File: src/hdl/rcb_pkg.sv
// Shared types, constants and helpers for the rectangle coalescing buffer.
`default_nettype none

package rcb_pkg;

  localparam int STORE_DEPTH_DEF = 16;

  localparam int X_W    = 13;
  localparam int Y_W    = 13;
  localparam int W_W    = 14;
  localparam int H_W    = 14;
  localparam int SPAN_W = 10;
  localparam int SCALE_W = 5;

  localparam logic [W_W-1:0]     SIZE_LIMIT  = 14'd8192;
  localparam logic [SCALE_W-1:0] SCALE_LIMIT = 5'd16;
  localparam logic [SPAN_W-1:0]  SPAN_LIMIT  = 10'd512;

  // configuration register indexes
  typedef enum logic {
    CFG_SCALE_X = 1'b0,
    CFG_SCALE_Y = 1'b1
  } cfg_idx_t;

  // input opcode
  typedef enum logic {
    OPC_ADD   = 1'b0,
    OPC_FLUSH = 1'b1
  } opcode_t;

  // one stored rectangle, output units
  typedef struct packed {
    logic [X_W-1:0] x;
    logic [Y_W-1:0] y;
    logic [W_W-1:0] w;
    logic [H_W-1:0] h;
  } rect_t;

  // shared unit operations
  typedef enum logic [2:0] {
    OP_NOP   = 3'd0,
    OP_MUL   = 3'd1,
    OP_HORZ  = 3'd2,
    OP_VERT  = 3'd3,
    OP_WIDEN = 3'd4,
    OP_GROW  = 3'd5
  } unit_op_t;

  typedef struct packed {
    unit_op_t            op;
    logic [SPAN_W-1:0]   mul_a;
    logic [SCALE_W-1:0]  mul_b;
  } unit_req_t;

  function automatic logic [SCALE_W-1:0] clamp_scale(input logic [SCALE_W-1:0] v);
    logic [SCALE_W-1:0] r;
    r = v;
    if (v == '0) r = 5'd1;
    else if (v > SCALE_LIMIT) r = SCALE_LIMIT;
    return r;
  endfunction

  function automatic logic [SPAN_W-1:0] clamp_span(input logic [SPAN_W-1:0] v);
    logic [SPAN_W-1:0] r;
    r = v;
    if (v == '0) r = 10'd1;
    else if (v > SPAN_LIMIT) r = SPAN_LIMIT;
    return r;
  endfunction

endpackage

`default_nettype wire

File: src/hdl/rcb_if.sv
// Valid/ready channel interfaces for span input and rectangle output.
`default_nettype none

interface rcb_in_if;
  logic       valid;
  logic       ready;
  logic       opcode;
  logic [8:0] span_x;
  logic [8:0] span_y;
  logic [9:0] span_w;
  logic [9:0] span_h;

  modport source (output valid, opcode, span_x, span_y, span_w, span_h, input ready);
  modport sink   (input valid, opcode, span_x, span_y, span_w, span_h, output ready);
endinterface

interface rcb_out_if;
  logic        valid;
  logic        ready;
  logic [12:0] rect_x;
  logic [12:0] rect_y;
  logic [13:0] rect_w;
  logic [13:0] rect_h;
  logic        last_of_run;

  modport source (output valid, rect_x, rect_y, rect_w, rect_h, last_of_run, input ready);
  modport sink   (input valid, rect_x, rect_y, rect_w, rect_h, last_of_run, output ready);
endinterface

`default_nettype wire

File: src/hdl/rcb_store.sv
// Rectangle store: one write port, one registered read port.
`default_nettype none

module rcb_store #(
  parameter int DEPTH = rcb_pkg::STORE_DEPTH_DEF
) (
  input  wire logic                          clk,
  input  wire logic                          wr_en,
  input  wire logic [((DEPTH>1)?$clog2(DEPTH):1)-1:0] wr_addr,
  input  wire rcb_pkg::rect_t                wr_data,
  input  wire logic                          rd_en,
  input  wire logic [((DEPTH>1)?$clog2(DEPTH):1)-1:0] rd_addr,
  output rcb_pkg::rect_t                     rd_data
);

  rcb_pkg::rect_t mem [DEPTH];
  rcb_pkg::rect_t rd_data_r;

  always_ff @(posedge clk) begin
    if (wr_en) begin
      mem[wr_addr] <= wr_data;
    end
  end

  // read data holds until the next read
  always_ff @(posedge clk) begin
    if (rd_en) begin
      rd_data_r <= mem[rd_addr];
    end
  end

  assign rd_data = rd_data_r;

endmodule

`default_nettype wire

File: src/hdl/rcb_unit.sv
// Shared arithmetic unit: scale multiply, edge add-and-compare, saturating widen and grow.
`default_nettype none

module rcb_unit (
  input  wire rcb_pkg::unit_req_t req,
  input  wire rcb_pkg::rect_t     entry,
  input  wire rcb_pkg::rect_t     span,
  output logic [rcb_pkg::W_W-1:0] res,
  output logic                    hit
);

  logic [rcb_pkg::W_W:0]   prod;
  logic [rcb_pkg::W_W-1:0] add_a;
  logic [rcb_pkg::W_W-1:0] add_b;
  logic [rcb_pkg::X_W-1:0] target;
  logic                    side_eq;
  logic [rcb_pkg::W_W:0]   sum;
  logic [rcb_pkg::W_W-1:0] sat;

  assign prod = 15'(req.mul_a) * 15'(req.mul_b);

  always_comb begin
    add_a   = '0;
    add_b   = '0;
    target  = '0;
    side_eq = 1'b0;
    case (req.op)
      rcb_pkg::OP_HORZ: begin
        // newest ends where the span starts, same row band
        add_a   = {1'b0, entry.x};
        add_b   = entry.w;
        target  = span.x;
        side_eq = (entry.y == span.y) && (entry.h == span.h);
      end
      rcb_pkg::OP_VERT: begin
        // entry bottom touches span top, same column band
        add_a   = {1'b0, entry.y};
        add_b   = entry.h;
        target  = span.y;
        side_eq = (entry.x == span.x) && (entry.w == span.w);
      end
      rcb_pkg::OP_WIDEN: begin
        add_a = entry.w;
        add_b = span.w;
      end
      rcb_pkg::OP_GROW: begin
        add_a = entry.h;
        add_b = span.h;
      end
      default: begin
      end
    endcase
  end

  assign sum = 15'(add_a) + 15'(add_b);
  assign sat = (sum > 15'(rcb_pkg::SIZE_LIMIT)) ? rcb_pkg::SIZE_LIMIT : sum[rcb_pkg::W_W-1:0];

  always_comb begin
    res = '0;
    hit = 1'b0;
    case (req.op)
      rcb_pkg::OP_MUL:   res = prod[rcb_pkg::W_W-1:0];
      rcb_pkg::OP_WIDEN: res = sat;
      rcb_pkg::OP_GROW:  res = sat;
      rcb_pkg::OP_HORZ:  hit = side_eq && (sum == {2'b00, target});
      rcb_pkg::OP_VERT:  hit = side_eq && (sum == {2'b00, target});
      default: begin
      end
    endcase
  end

endmodule

`default_nettype wire

File: src/hdl/rectangle_coalescing_buffer.sv
// Top level: sequencer, config registers and output register of the coalescing buffer.
//
// Channel   Dir  Handshake            Payload
// in_chan   in   valid/ready          opcode, span_x, span_y, span_w, span_h
// out_chan  out  valid/ready          rect_x, rect_y, rect_w, rect_h, last_of_run
// cfg_*     in   cfg_we (no wait)     cfg_idx, cfg_wdata (pixel_scale_x / pixel_scale_y)
//
// An add is taken in the idle cycle, then the one shared unit scales x, y, w and h in
// turn; with entries stored it checks the newest for a horizontal merge and, on a miss,
// makes one vertical compare per stored entry (newest first, stopping on a hit) before
// a write that widens, grows or appends. An add that finds the store full and merges
// nowhere also emits the whole store first. A flush or overflow run reads the first
// entry, then emits one rectangle per cycle when the sink takes every transfer; the
// store's single read port sets that pace. in_chan.ready is high only while the
// sequencer is idle, so a new item is taken only after the previous one is finished.
// The output register lets a finished rectangle wait for the sink while a new item is
// taken; a stalled sink holds the emit loop.
// Synchronous active-low reset clears the count, scales (to 1) and control; the
// store itself is not cleared, only entries below the count are ever read.
`default_nettype none

module rectangle_coalescing_buffer #(
  parameter int STORE_DEPTH = rcb_pkg::STORE_DEPTH_DEF
) (
  input  wire logic                         clk,
  input  wire logic                         rst_n,
  rcb_in_if.sink                            in_chan,
  rcb_out_if.source                         out_chan,
  input  wire logic                         cfg_we,
  input  wire logic                         cfg_idx,
  input  wire logic [rcb_pkg::SCALE_W-1:0]  cfg_wdata
);

  localparam int IDX_W = (STORE_DEPTH > 1) ? $clog2(STORE_DEPTH) : 1;
  localparam int CNT_W = $clog2(STORE_DEPTH + 1);

  typedef enum logic [8:0] {
    S_IDLE   = 9'b000000001,
    S_SCALE  = 9'b000000010,
    S_HORZ   = 9'b000000100,
    S_SRCH   = 9'b000001000,
    S_WIDEN  = 9'b000010000,
    S_GROW   = 9'b000100000,
    S_APPEND = 9'b001000000,
    S_EMRD   = 9'b010000000,
    S_EMLD   = 9'b100000000
  } state_t;

  state_t                        state_r, state_nxt;
  logic [CNT_W-1:0]              count_r, count_nxt;
  logic [IDX_W-1:0]              ptr_r, ptr_nxt;       // search / emit index
  logic [1:0]                    step_r, step_nxt;     // scale step
  logic                          app_pend_r, app_pend_nxt;
  logic [rcb_pkg::SCALE_W-1:0]   scale_x_r, scale_y_r;

  // captured span in source units
  logic [8:0]                    src_x_r, src_x_nxt;
  logic [8:0]                    src_y_r, src_y_nxt;
  logic [rcb_pkg::SPAN_W-1:0]    src_w_r, src_w_nxt;
  logic [rcb_pkg::SPAN_W-1:0]    src_h_r, src_h_nxt;

  // span in output units, built one field per scale step
  rcb_pkg::rect_t                span_r, span_nxt;

  // output register
  rcb_pkg::rect_t                out_r, out_nxt;
  logic                          out_last_r, out_last_nxt;
  logic                          out_valid_r, out_valid_nxt;

  // store and shared unit hookup
  logic                          wr_en;
  logic [IDX_W-1:0]              wr_addr;
  rcb_pkg::rect_t                wr_data;
  logic                          rd_en;
  logic [IDX_W-1:0]              rd_addr;
  rcb_pkg::rect_t                rd_data;
  rcb_pkg::unit_req_t            ureq;
  logic [rcb_pkg::W_W-1:0]       ures;
  logic                          uhit;

  logic                          in_xfer;
  logic                          out_free;
  logic                          emit_last;

  rcb_store #(
    .DEPTH (STORE_DEPTH)
  ) u_store (
    .clk     (clk),
    .wr_en   (wr_en),
    .wr_addr (wr_addr),
    .wr_data (wr_data),
    .rd_en   (rd_en),
    .rd_addr (rd_addr),
    .rd_data (rd_data)
  );

  rcb_unit u_unit (
    .req   (ureq),
    .entry (rd_data),
    .span  (span_r),
    .res   (ures),
    .hit   (uhit)
  );

  assign in_chan.ready = (state_r == S_IDLE);
  assign in_xfer       = in_chan.valid && in_chan.ready;

  // output register can take a new rectangle this cycle
  assign out_free  = !out_valid_r || out_chan.ready;
  assign emit_last = (CNT_W'(ptr_r) == count_r - 1'b1);

  // configuration: clamp on write, so the scales are always 1..16
  always_ff @(posedge clk) begin
    if (!rst_n) begin
      scale_x_r <= 5'd1;
      scale_y_r <= 5'd1;
    end else if (cfg_we) begin
      case (cfg_idx)
        rcb_pkg::CFG_SCALE_X: scale_x_r <= rcb_pkg::clamp_scale(cfg_wdata);
        rcb_pkg::CFG_SCALE_Y: scale_y_r <= rcb_pkg::clamp_scale(cfg_wdata);
        default: begin
        end
      endcase
    end
  end

  // sequencer
  always_comb begin
    state_nxt    = state_r;
    count_nxt    = count_r;
    ptr_nxt      = ptr_r;
    step_nxt     = step_r;
    app_pend_nxt = app_pend_r;
    src_x_nxt    = src_x_r;
    src_y_nxt    = src_y_r;
    src_w_nxt    = src_w_r;
    src_h_nxt    = src_h_r;
    span_nxt     = span_r;
    out_nxt      = out_r;
    out_last_nxt = out_last_r;
    out_valid_nxt = out_chan.ready ? 1'b0 : out_valid_r;
    wr_en        = 1'b0;
    wr_addr      = ptr_r;
    wr_data      = rd_data;
    rd_en        = 1'b0;
    rd_addr      = ptr_r;
    ureq.op      = rcb_pkg::OP_NOP;
    ureq.mul_a   = '0;
    ureq.mul_b   = '0;

    case (state_r)
      S_IDLE: begin
        if (in_xfer) begin
          if (in_chan.opcode == rcb_pkg::OPC_FLUSH) begin
            // flush of an empty store gives nothing
            if (count_r != '0) begin
              app_pend_nxt = 1'b0;
              ptr_nxt      = '0;
              state_nxt    = S_EMRD;
            end
          end else begin
            src_x_nxt = in_chan.span_x;
            src_y_nxt = in_chan.span_y;
            src_w_nxt = rcb_pkg::clamp_span(in_chan.span_w);
            src_h_nxt = rcb_pkg::clamp_span(in_chan.span_h);
            step_nxt  = '0;
            state_nxt = S_SCALE;
          end
        end
      end

      S_SCALE: begin
        ureq.op = rcb_pkg::OP_MUL;
        case (step_r)
          2'd0: begin
            ureq.mul_a = {1'b0, src_x_r};
            ureq.mul_b = scale_x_r;
            span_nxt.x = ures[rcb_pkg::X_W-1:0];
          end
          2'd1: begin
            ureq.mul_a = {1'b0, src_y_r};
            ureq.mul_b = scale_y_r;
            span_nxt.y = ures[rcb_pkg::Y_W-1:0];
          end
          2'd2: begin
            ureq.mul_a = src_w_r;
            ureq.mul_b = scale_x_r;
            span_nxt.w = ures;
          end
          default: begin
            ureq.mul_a = src_h_r;
            ureq.mul_b = scale_y_r;
            span_nxt.h = ures;
          end
        endcase
        step_nxt = step_r + 2'd1;
        if (step_r == 2'd3) begin
          if (count_r == '0) begin
            state_nxt = S_APPEND;
          end else begin
            // fetch the newest entry
            ptr_nxt   = IDX_W'(count_r - 1'b1);
            rd_en     = 1'b1;
            rd_addr   = IDX_W'(count_r - 1'b1);
            state_nxt = S_HORZ;
          end
        end
      end

      S_HORZ: begin
        ureq.op = rcb_pkg::OP_HORZ;
        state_nxt = uhit ? S_WIDEN : S_SRCH;
      end

      S_SRCH: begin
        // newest to oldest; read of the next entry only on a miss
        ureq.op = rcb_pkg::OP_VERT;
        if (uhit) begin
          state_nxt = S_GROW;
        end else if (ptr_r == '0) begin
          if (count_r >= CNT_W'(STORE_DEPTH)) begin
            app_pend_nxt = 1'b1;
            state_nxt    = S_EMRD;
          end else begin
            state_nxt = S_APPEND;
          end
        end else begin
          rd_en     = 1'b1;
          rd_addr   = ptr_r - 1'b1;
          ptr_nxt   = ptr_r - 1'b1;
        end
      end

      S_WIDEN: begin
        ureq.op   = rcb_pkg::OP_WIDEN;
        wr_en     = 1'b1;
        wr_data   = rd_data;
        wr_data.w = ures;
        state_nxt = S_IDLE;
      end

      S_GROW: begin
        ureq.op   = rcb_pkg::OP_GROW;
        wr_en     = 1'b1;
        wr_data   = rd_data;
        wr_data.h = ures;
        state_nxt = S_IDLE;
      end

      S_APPEND: begin
        wr_en        = 1'b1;
        wr_addr      = IDX_W'(count_r);
        wr_data      = span_r;
        count_nxt    = count_r + 1'b1;
        app_pend_nxt = 1'b0;
        state_nxt    = S_IDLE;
      end

      S_EMRD: begin
        rd_en     = 1'b1;
        rd_addr   = ptr_r;
        state_nxt = S_EMLD;
      end

      S_EMLD: begin
        // one rectangle per cycle while the sink keeps up
        if (out_free) begin
          out_nxt       = rd_data;
          out_last_nxt  = emit_last;
          out_valid_nxt = 1'b1;
          if (emit_last) begin
            count_nxt = '0;
            state_nxt = app_pend_r ? S_APPEND : S_IDLE;
          end else begin
            rd_en   = 1'b1;
            rd_addr = ptr_r + 1'b1;
            ptr_nxt = ptr_r + 1'b1;
          end
        end
      end

      default: begin
        state_nxt = S_IDLE;
      end
    endcase
  end

  always_ff @(posedge clk) begin
    if (!rst_n) begin
      state_r     <= S_IDLE;
      count_r     <= '0;
      ptr_r       <= '0;
      step_r      <= '0;
      app_pend_r  <= 1'b0;
      out_valid_r <= 1'b0;
    end else begin
      state_r     <= state_nxt;
      count_r     <= count_nxt;
      ptr_r       <= ptr_nxt;
      step_r      <= step_nxt;
      app_pend_r  <= app_pend_nxt;
      out_valid_r <= out_valid_nxt;
    end
  end

  always_ff @(posedge clk) begin
    src_x_r    <= src_x_nxt;
    src_y_r    <= src_y_nxt;
    src_w_r    <= src_w_nxt;
    src_h_r    <= src_h_nxt;
    span_r     <= span_nxt;
    out_r      <= out_nxt;
    out_last_r <= out_last_nxt;
  end

  assign out_chan.valid       = out_valid_r;
  assign out_chan.rect_x      = out_r.x;
  assign out_chan.rect_y      = out_r.y;
  assign out_chan.rect_w      = out_r.w;
  assign out_chan.rect_h      = out_r.h;
  assign out_chan.last_of_run = out_last_r;

  // ---- assertions ----
  a_count_bound: assert property (@(posedge clk) disable iff (!rst_n)
    count_r <= CNT_W'(STORE_DEPTH))
    else $error("store count above depth");

  a_ptr_in_store: assert property (@(posedge clk) disable iff (!rst_n)
    (state_r == S_SRCH || state_r == S_HORZ || state_r == S_EMLD) |->
      (CNT_W'(ptr_r) < count_r))
    else $error("store index at or past count");

  a_append_room: assert property (@(posedge clk) disable iff (!rst_n)
    (state_r == S_APPEND) |-> (count_r < CNT_W'(STORE_DEPTH)))
    else $error("append into a full store");

  a_flush_empties: assert property (@(posedge clk) disable iff (!rst_n)
    (state_r == S_EMLD && out_free && emit_last) |=> (count_r == '0))
    else $error("store not emptied after last rectangle");

  a_scale_range: assert property (@(posedge clk) disable iff (!rst_n)
    (scale_x_r != '0) && (scale_x_r <= rcb_pkg::SCALE_LIMIT) &&
    (scale_y_r != '0) && (scale_y_r <= rcb_pkg::SCALE_LIMIT))
    else $error("pixel scale out of range");

endmodule

`default_nettype wire
File: src/flat_wrapper.sv
// flat-port wrapper written by rule: the top's interface ports become plain ports
module rectangle_coalescing_buffer_flat 
#(
  parameter int STORE_DEPTH = rcb_pkg::STORE_DEPTH_DEF
)
  (clk, rst_n, cfg_we, cfg_idx, cfg_wdata, in_chan_valid, in_chan_opcode, in_chan_span_x, in_chan_span_y, in_chan_span_w, in_chan_span_h, in_chan_ready, out_chan_valid, out_chan_rect_x, out_chan_rect_y, out_chan_rect_w, out_chan_rect_h, out_chan_last_of_run, out_chan_ready);
  rcb_in_if in_chan_i ();
  rcb_out_if out_chan_i ();
  input  wire logic clk;
  input  wire logic rst_n;
  input  wire logic cfg_we;
  input  wire logic cfg_idx;
  input  wire logic [rcb_pkg::SCALE_W-1:0] cfg_wdata;
  input wire logic [$bits(in_chan_i.valid)-1:0] in_chan_valid;
  input wire logic [$bits(in_chan_i.opcode)-1:0] in_chan_opcode;
  input wire logic [$bits(in_chan_i.span_x)-1:0] in_chan_span_x;
  input wire logic [$bits(in_chan_i.span_y)-1:0] in_chan_span_y;
  input wire logic [$bits(in_chan_i.span_w)-1:0] in_chan_span_w;
  input wire logic [$bits(in_chan_i.span_h)-1:0] in_chan_span_h;
  output wire logic [$bits(in_chan_i.ready)-1:0] in_chan_ready;
  output wire logic [$bits(out_chan_i.valid)-1:0] out_chan_valid;
  output wire logic [$bits(out_chan_i.rect_x)-1:0] out_chan_rect_x;
  output wire logic [$bits(out_chan_i.rect_y)-1:0] out_chan_rect_y;
  output wire logic [$bits(out_chan_i.rect_w)-1:0] out_chan_rect_w;
  output wire logic [$bits(out_chan_i.rect_h)-1:0] out_chan_rect_h;
  output wire logic [$bits(out_chan_i.last_of_run)-1:0] out_chan_last_of_run;
  input wire logic [$bits(out_chan_i.ready)-1:0] out_chan_ready;
  assign in_chan_i.valid = in_chan_valid;
  assign in_chan_i.opcode = in_chan_opcode;
  assign in_chan_i.span_x = in_chan_span_x;
  assign in_chan_i.span_y = in_chan_span_y;
  assign in_chan_i.span_w = in_chan_span_w;
  assign in_chan_i.span_h = in_chan_span_h;
  assign in_chan_ready = in_chan_i.ready;
  assign out_chan_valid = out_chan_i.valid;
  assign out_chan_rect_x = out_chan_i.rect_x;
  assign out_chan_rect_y = out_chan_i.rect_y;
  assign out_chan_rect_w = out_chan_i.rect_w;
  assign out_chan_rect_h = out_chan_i.rect_h;
  assign out_chan_last_of_run = out_chan_i.last_of_run;
  assign out_chan_i.ready = out_chan_ready;
  rectangle_coalescing_buffer #(.STORE_DEPTH(STORE_DEPTH)) u_core (.clk(clk), .rst_n(rst_n), .in_chan(in_chan_i), .out_chan(out_chan_i), .cfg_we(cfg_we), .cfg_idx(cfg_idx), .cfg_wdata(cfg_wdata));
endmodule
File: config.mk
export PLATFORM = sky130hd
export DESIGN_NAME = rectangle_coalescing_buffer_flat
export DESIGN_NICKNAME = d
export VERILOG_FILES = /design/src/hdl/rcb_pkg.sv /design/src/hdl/rcb_if.sv /design/src/hdl/rcb_store.sv /design/src/hdl/rcb_unit.sv /design/src/hdl/rectangle_coalescing_buffer.sv /design/src/flat_wrapper.sv
export SDC_FILE = /design/constraint.sdc
export NUM_CORES = 2
export LEC_CHECK = 0
export BUFFER_PORTS_ARGS = -buffer_cell sky130_fd_sc_hd__buf_2
export CORE_UTILIZATION = 40
export CTS_BUF_LIST = sky130_fd_sc_hd__clkbuf_8 sky130_fd_sc_hd__clkbuf_16
export CTS_CLUSTER_DIAMETER = 150
export DETAILED_ROUTE_END_ITERATION = 8
export GPL_ROUTABILITY_DRIVEN = 0
export SYNTH_ARGS = -nofsm -noshare
export SYNTH_HDL_FRONTEND = slang
export SYNTH_SLANG_ARGS = --single-unit
export TNS_END_PERCENT = 30
File: constraint.sdc
create_clock -name clk -period 6.65 [get_ports clk]
set_clock_uncertainty 0.1 [all_clocks]
set_input_delay 0.665 -clock clk [delete_from_list [all_inputs] [get_ports clk]]
set_output_delay 0.665 -clock clk [all_outputs]
set_load 0.005 [all_outputs]
## Yosys cells after proc, flatten, opt, wreduce, memory -nomap -nowiden

Memory sizes are Yosys's and may differ from the RTL's. A register that Yosys moved wholly into a read port is not among the register bits.
Cells that the tools add are included.

| word-level totals | value |
|---|---|
| register bits after elaboration | 179 |
| memories kept | 1 |
| bits in writable memories | 864 |
| output and inout port bits | 57 |

| operators by class | value |
|---|---|
| $lt $le $gt $ge | 5 |
| equality and inequality tests | 35 |
| multiply operators | 1 |
| bitwise operators | 3 |
| muxes and demuxes | 66 |
| $add $sub $neg | 6 |
| reductions and logical operators | 36 |

Memory list:

| memory | depth | width | read ports | clocked after memory_dff | wr ports | line | text |
|---|---|---|---|---|---|---|---|
| u_core.u_store.mem | 16 | 54 | 1 | 1 | 1 | rcb_store.sv:16 | `rcb_pkg::rect_t mem [DEPTH];` |

Operators with widths:

| operator | number |
|---|---|
| 54-bit case mux with 3 select lines | 1 |
| 14-bit case mux with 4 select lines | 2 |
| 9-bit two-way mux | 8 |
| 9-bit case mux with 6 select lines | 1 |
| 15-bit case mux with 3 select lines | 1 |
| 4-bit two-way mux | 10 |
| 14-bit == test | 2 |
| 14-bit case mux with 2 select lines | 1 |
| 13-bit == test | 2 |
| 13-bit case mux with 2 select lines | 1 |
| 5-bit two-way mux | 5 |
| 10-bit greater-than comparator, second input constant | 2 |
| 10-bit logical NOT | 2 |
| 10-bit two-way mux | 2 |
| 1-bit two-way mux | 19 |
| 4-bit case mux with 4 select lines | 1 |
| 14-bit by 14-bit adder with 15-bit output | 1 |
| 15-bit by 13-bit == test with 1-bit output | 1 |
| 15-bit by 14-bit greater-than comparator with 1-bit output, second input constant | 1 |
| 15-bit two-way mux | 1 |
| 3-bit case mux with 5 select lines | 1 |
| 10-bit by 5-bit multiplier with 14-bit output | 1 |
| 14-bit two-way mux | 1 |
| 7-bit two-way mux | 2 |
| other kinds (52) | 83 |

## Depth between registers and ports, before layout

| logic depth | value |
|---|---|
| word-level depth | 10 |
| gate-level depth with buffers | 25 |
| mapped depth without buffers | 24 |

## By module

A second synthesis with hierarchy kept.

| unflattened totals | value |
|---|---|
| cell total of the unflattened synthesis | 2,576 |
| area total of the unflattened synthesis | 45,800.2 um^2 |

By module, submodules not included:

| module | times used | area an instance (um^2) | sequential area each (um^2) | cells an instance |
|---|---|---|---|---|
| rcb_store | 1 | 33,983.8 | 27,566.4 | 1,394 |
| rectangle_coalescing_buffer | 1 | 7,995.2 | 5,054.8 | 700 |
| rcb_unit | 1 | 3,821.2 | 0.0 | 482 |

## Least setup slack after synthesis

Ideal clock, no wire load.

| timing path | value |
|---|---|
| path kind | register to register |
| start | reg u_core.state_r[8] |
| end | mem u_core.u_store.mem[0][12] (netlist name) (data pin) |
| slack | 0.553 ns |
| cell stages (with the launch flop) | 24 |
| library setup time | 0.330 ns |
| data required time | 6.220 ns |
| buffers on the path | 2 |
| arrival | 5.667 ns |
| cells stage by stage | dfxtp_1 -> nor4_4 -> nand4b_1 -> clkbuf_1 -> clkbuf_1 -> nor2_1 -> nand2_1 -> fa_1 -> fa_1 -> fa_1 -> inv_1 -> ha_1 -> nor2b_1 -> o21ai_0 -> a21boi_0 -> o21ai_0 -> a21boi_0 -> o21ai_0 -> nand2b_1 -> a21o_1 -> a21oi_1 -> xnor2_1 -> a22oi_1 -> o21ai_0 |

RTL lines:

| element | line | text |
|---|---|---|
| start, declared | rectangle_coalescing_buffer.sv:49 | `state_t state_r, state_nxt;` |
| start signal, assigned | rectangle_coalescing_buffer.sv:297 | `state_r <= state_nxt;` |
| end, declared | rcb_store.sv:16 |  |

## Worst setup path after layout

| timing path | value |
|---|---|
| start | reg u_core.state_r[7] |
| end | reg, netlist name u_core.u_store.rd_data[30] |

| between the ends | value |
|---|---|
| cells in the longest elaborated chain, start to end | 10 |
| elaborated cells between the ends (all ways) | 25 |
| those cells by class | add/sub: 1; eq/ne: 12; mux: 10; reduce/logical: 2 |

RTL lines:

| element | line | text |
|---|---|---|
| 9-bit by 6-bit == test with 1-bit output, or another cell as far along | rectangle_coalescing_buffer.sv:151 | `case (state_r)` |
| 3-bit case mux with 5 select lines | rectangle_coalescing_buffer.sv:151 |  |
| 3-bit == test or 3-bit by 2-bit == test with 1-bit output (tied branches) | rcb_unit.sv:27, rcb_unit.sv:61 |  |
| 14-bit case mux with 4 select lines | rcb_unit.sv:27 | `case (req.op)` |
| 14-bit by 14-bit adder with 15-bit output | rcb_unit.sv:55 | `assign sum = 15'(add_a) + 15'(add_b);` |
| 15-bit by 13-bit == test with 1-bit output | rcb_unit.sv:65, rcb_unit.sv:66 |  |
| 1-bit logical AND | rcb_unit.sv:65, rcb_unit.sv:66 |  |
| 1-bit two-way mux | -- |  |
| 1-bit two-way mux or 4-bit two-way mux (tied branches) | -- |  |
| 1-bit case mux with 4 select lines or 4-bit case mux with 3 select lines (tied branches) | rectangle_coalescing_buffer.sv:151 |  |

Parallel ways exist; a longest one is shown, timed or not.
A chain may end at the register's enable or synchronous reset.

==> impl_metrics.tcl <==
set metrics [dict create \
    antenna_found_initial 6 \
    timing.critical_path.fanout_max 124 \
    sequential_cell_area_um2 32600 \
    num-nets-final 3493 \
    worst_hold_path.endpoint "u_core.src_x_r[8]" \
    filler_cell_count 10072 \
    postLayoutCellArea_um2 54200 \
    track_usage 0.227 \
    min-delay-path-class "in -> reg" \
    crit_type "reg -> reg" \
    synthDistinctLibCells 87 \
    worst_setup_path_start_kind "flip-flop" \
    synth_top_cells_by_count "sky130_fd_sc_hd__edfxtp_1 (1065), sky130_fd_sc_hd__mux2i_1 (223), sky130_fd_sc_hd__a211oi_1 (221), sky130_fd_sc_hd__and3_1 (221), sky130_fd_sc_hd__nand2_1 (159)" \
    cap_viol_max_count 0 \
    starting_density 0.405 \
    number_of_enable_flip_flop_cells_after_synthesis 1065 \
    vdd_drop_max_uv 210 \
    yosysTopAreaCell "sky130_fd_sc_hd__edfxtp_1" \
    iteration_0_drc_count_of_the_detailed_router 3623 \
    synth.area.top_cells "sky130_fd_sc_hd__edfxtp_1 (68%), sky130_fd_sc_hd__mux2i_1 (4.7%), sky130_fd_sc_hd__a211oi_1 (3.5%)" \
    final_report_max_slew_violation_count 0 \
    hold_start "in_chan_span_x[8]" \
    asyncSetResetFlopFracSynth 0 \
    row_count 125 \
    cts_htree_levels 3 \
    diodes 0 \
    area_overhead_of_the_layout_relative_to_synthesis_pct 14.5 \
    yosysSeqAreaShare 0.689 \
    grt_max_degree 217 \
    vias 30381 \
    p_total_uw 13800 \
    pin_count 107 \
    multiInputGateArea_um2 13800 \
    drt_antenna_net_count 0 \
    critPathRequiredTime_ns 7.00 \
    slew_headroom 0.212 \
    setup_viol_count_final 0 \
    design.die.area_um2 120000 \
    per_instance_average_area_after_synthesis_um2 14.7 \
    routed_via_density 6.09 \
    fp.dieW_um 346 \
    cts_sinks 1097 \
    numCtsBuffers 112 \
    synth_fp_nets 3351 \
    clock_transition_at_the_registers_of_the_reported_paths_ns 0.06 \
    core_area_um2 117000 \
    drt_first_pass_iters 6 \
    grt-ovfl-total 0 \
    synth.most_common_cell "sky130_fd_sc_hd__edfxtp_1" \
    leakage_uw 0.0179 \
    post_synth_instance_area_um2 47300 \
    root_cell_of_the_clock_tree "sky130_fd_sc_hd__clkbuf_16" \
    synth_cells 3231 \
    worst_r2r_startpoint "u_core.state_r[7]" \
    r2r_end "u_core.u_store.rd_data[30]" \
    timing.reg2reg.setup_slack_ns 0.20 \
    detailed_place_hpwl_um 81300 \
    drc 0 \
    dpl_cell_area_um2 50500 \
    fp.dieH_um 346 \
    cts_buffer_depth 3 \
    timing.final.crit_share 0.970 \
    crit_arrival_ns 6.80 \
    dominantRegCellSynth "sky130_fd_sc_hd__edfxtp_1" \
    detailed_route_wire_length_um 142000 \
    grt_pass1_wl_um 202000 \
    yosys_warnings 0 \
    placement.io_buffers 106 \
    timing.reg2reg.worst_path_depth 24 \
    run_status "completed" \
    clock_tree_from_tritoncts "done" \
    synth.top_cell.area_share 0.676 \
    hold_viol_final 0 \
    grt_pass1_vias 28851 \
    wire_per_inst_um 28.5 \
    ratio_of_total_power_to_cell_area_nw_per_um2 255 \
    max_freq_mhz 155 \
    hold_path_depth 1 \
    postSynthRegisterBits 1097 \
    max_slew.worst_pin.slew_ns 1.16 \
    clock_latency_of_the_later_clocked_register_in_the_worst_skew_pair_ns 0.72 \
    final_layout_size_suffix_gt1_frac 0.132 \
    type_of_element_capturing_the_critical_path "flip-flop" \
    fin_crit_ns 6.45 \
]
==> per-stage QoR <==
stage	setup slack [ns]	hold WS (ns)	TNS [ns]	util	cells
global placement	0.103	0.352	0	0.432	4770
global route	-0.000690	0.0194	-0.000690	0.464	4990
floorplan	0.553	0.343	0	-	3231
finish	0.197	0.0327	0	0.464	4990
CTS	-0.0148	0.000285	-0.0225	0.462	4980
detailed placement	0.0323	0.362	0	0.432	4770
==> report_power, final <==
group	switching (uW)	total, uW	internal (uW)
Combinational	159	235	76.0
Sequential	35.0	7580	7540
Clock	2640	6030	3390
Total	2840	13800	11000
==> sequential cells by signal, indices dropped and copies added, names as in the netlist <==
| name | cells |
|---|---|
| u_core.count_r | 5 |
| u_core.scale_y_r | 5 |
| u_core.step_r | 2 |
| u_core.out_chan.last_of_run | 1 |
| u_core.out_chan.rect_x | 13 |
| u_core.scale_x_r | 5 |
| u_core.state_r | 9 |
| u_core.span_r | 54 |
| u_core.out_chan.rect_w | 14 |
| u_core.src_w_r | 10 |
| u_core.out_chan.valid | 1 |
| u_core.out_chan.rect_y | 13 |
| u_core.src_y_r | 9 |
| u_core.src_x_r | 9 |
| u_core.app_pend_r | 1 |
| u_core.src_h_r | 10 |
| u_core.u_store.rd_data | 54 |
| u_core.u_store.mem | 864 |
| u_core.ptr_r | 4 |
| u_core.out_chan.rect_h | 14 |
==> kinds of logic (layout without fill, tap and decap cells) <==
| family | count (synthesis) | after routing | share of synthesized area |
|---|---|---|---|
| mux | 225 | 225 | 0.0476 |
| compound gates | 789 | 789 | 0.122 |
| buf+inv | 281 | 514 | 0.0245 |
| fa+ha+maj | 70 | 70 | 0.0223 |
| simple gates | 678 | 680 | 0.0769 |
| xor+xnor | 91 | 91 | 0.0177 |
| flops | 1097 | 1097 | 0.689 |
==> cells in the final DEF (no fill, tap or decap), types with 30 or more instances in the layout <==
| cell type | netlist | layout |
|---|---|---|
| sky130_fd_sc_hd__edfxtp_1 | 1065 | 1065 |
| sky130_fd_sc_hd__mux2i_1 | 223 | 223 |
| sky130_fd_sc_hd__and3_1 | 221 | 221 |
| sky130_fd_sc_hd__a211oi_1 | 221 | 221 |
| sky130_fd_sc_hd__nand2_1 | 159 | 157 |
| sky130_fd_sc_hd__clkbuf_16 | 0 | 114 |
| sky130_fd_sc_hd__o21ai_1 | 105 | 111 |
| sky130_fd_sc_hd__buf_2 | 48 | 106 |
| sky130_fd_sc_hd__buf_4 | 8 | 96 |
| sky130_fd_sc_hd__inv_1 | 61 | 85 |
| sky130_fd_sc_hd__nor2_1 | 91 | 72 |
| sky130_fd_sc_hd__xnor2_1 | 73 | 70 |
| sky130_fd_sc_hd__o22ai_1 | 57 | 57 |
| sky130_fd_sc_hd__o21ai_0 | 63 | 56 |
| sky130_fd_sc_hd__o221ai_1 | 56 | 56 |
| sky130_fd_sc_hd__o211a_1 | 54 | 54 |
| sky130_fd_sc_hd__a22oi_1 | 53 | 53 |
| sky130_fd_sc_hd__ha_1 | 46 | 44 |
| sky130_fd_sc_hd__nor3_1 | 40 | 39 |
| sky130_fd_sc_hd__a21oi_1 | 39 | 38 |
| sky130_fd_sc_hd__buf_12 | 0 | 38 |
| sky130_fd_sc_hd__nor2b_1 | 37 | 36 |
| sky130_fd_sc_hd__dfxtp_1 | 32 | 32 |
| sky130_fd_sc_hd__a22o_1 | 30 | 30 |
| sky130_fd_sc_hd__clkinv_1 | 0 | 30 |
==> worst max-delay path by stage <==
| stage | start | endpoint | slack, ns | cells after the start |
|---|---|---|---|---|
| 6_report | u_core.state_r[7] | u_core.u_store.rd_data[30] | 0.20 | 24 |
| 5_1_grt | u_core.state_r[7] | u_core.u_store.rd_data[23] | -0.0007 | 24 |
| 4_1_cts | u_core.state_r[8] | u_core.u_store.rd_data[32] | -0.01 | 22 |
| 3_5_place_dp | u_core.state_r[8] | u_core.u_store.rd_data[30] | 0.03 | 22 |
| 3_3_place_gp | u_core.state_r[8] | u_core.u_store.rd_data[32] | 0.10 | 22 |
| 2_1_floorplan | u_core.state_r[8] | u_core.u_store.mem[0][12] | 0.55 | 23 |
==> metal layers <==
layer	GRT usage	wire length [um]
met1	0.327	60900
met2	0.354	64600
met3	0.0348	12200
met4	0.0715	4350
met5	0	0
==> layout make-up <==
type / count / share of cell area
Inverter: 61 / 0.00422
Clock inverter: 94 / 0.0127
Sequential cell: 1097 / 0.602
Clock buffer: 113 / 0.0522
Tap cell: 1524 / 0.0352
Multi-Input combinational cell: 1855 / 0.255
Timing Repair Buffer: 246 / 0.0385
==> critical path, stage by stage (launching register included) <==
cell and delay, ns:
sky130_fd_sc_hd__dfxtp_1 0.38, sky130_fd_sc_hd__nor4_4 0.28, sky130_fd_sc_hd__buf_4 0.21, sky130_fd_sc_hd__nand2_1 0.12
sky130_fd_sc_hd__nor3b_2 0.28, sky130_fd_sc_hd__buf_12 0.22, sky130_fd_sc_hd__a22o_1 0.15, sky130_fd_sc_hd__a221o_1 0.12
sky130_fd_sc_hd__ha_1 0.19, sky130_fd_sc_hd__inv_1 0.08, sky130_fd_sc_hd__fa_1 0.49, sky130_fd_sc_hd__nor2b_1 0.25
sky130_fd_sc_hd__o2111a_1 0.25, sky130_fd_sc_hd__nor2_2 0.09, sky130_fd_sc_hd__xnor3_1 0.38, sky130_fd_sc_hd__a32o_1 0.26
sky130_fd_sc_hd__o2111ai_2 0.24, sky130_fd_sc_hd__o41ai_4 0.12, sky130_fd_sc_hd__buf_4 0.17, sky130_fd_sc_hd__o31a_4 0.45
sky130_fd_sc_hd__buf_12 0.23, sky130_fd_sc_hd__and3_1 0.33, sky130_fd_sc_hd__a211oi_1 0.35, sky130_fd_sc_hd__o21ai_1 0.12
sky130_fd_sc_hd__o211a_1 0.13
==> repair_timing <==
action,in CTS,in global routing
pin swaps,0,6
hold endpoints to repair,3,0
buffers inserted,0,6
hold buffers,3,0
gates resized for setup,1,24
gates cloned,0,4
endpoints found under the setup margin,18,150
No activity file was read; power rests on OpenSTA's default activity.
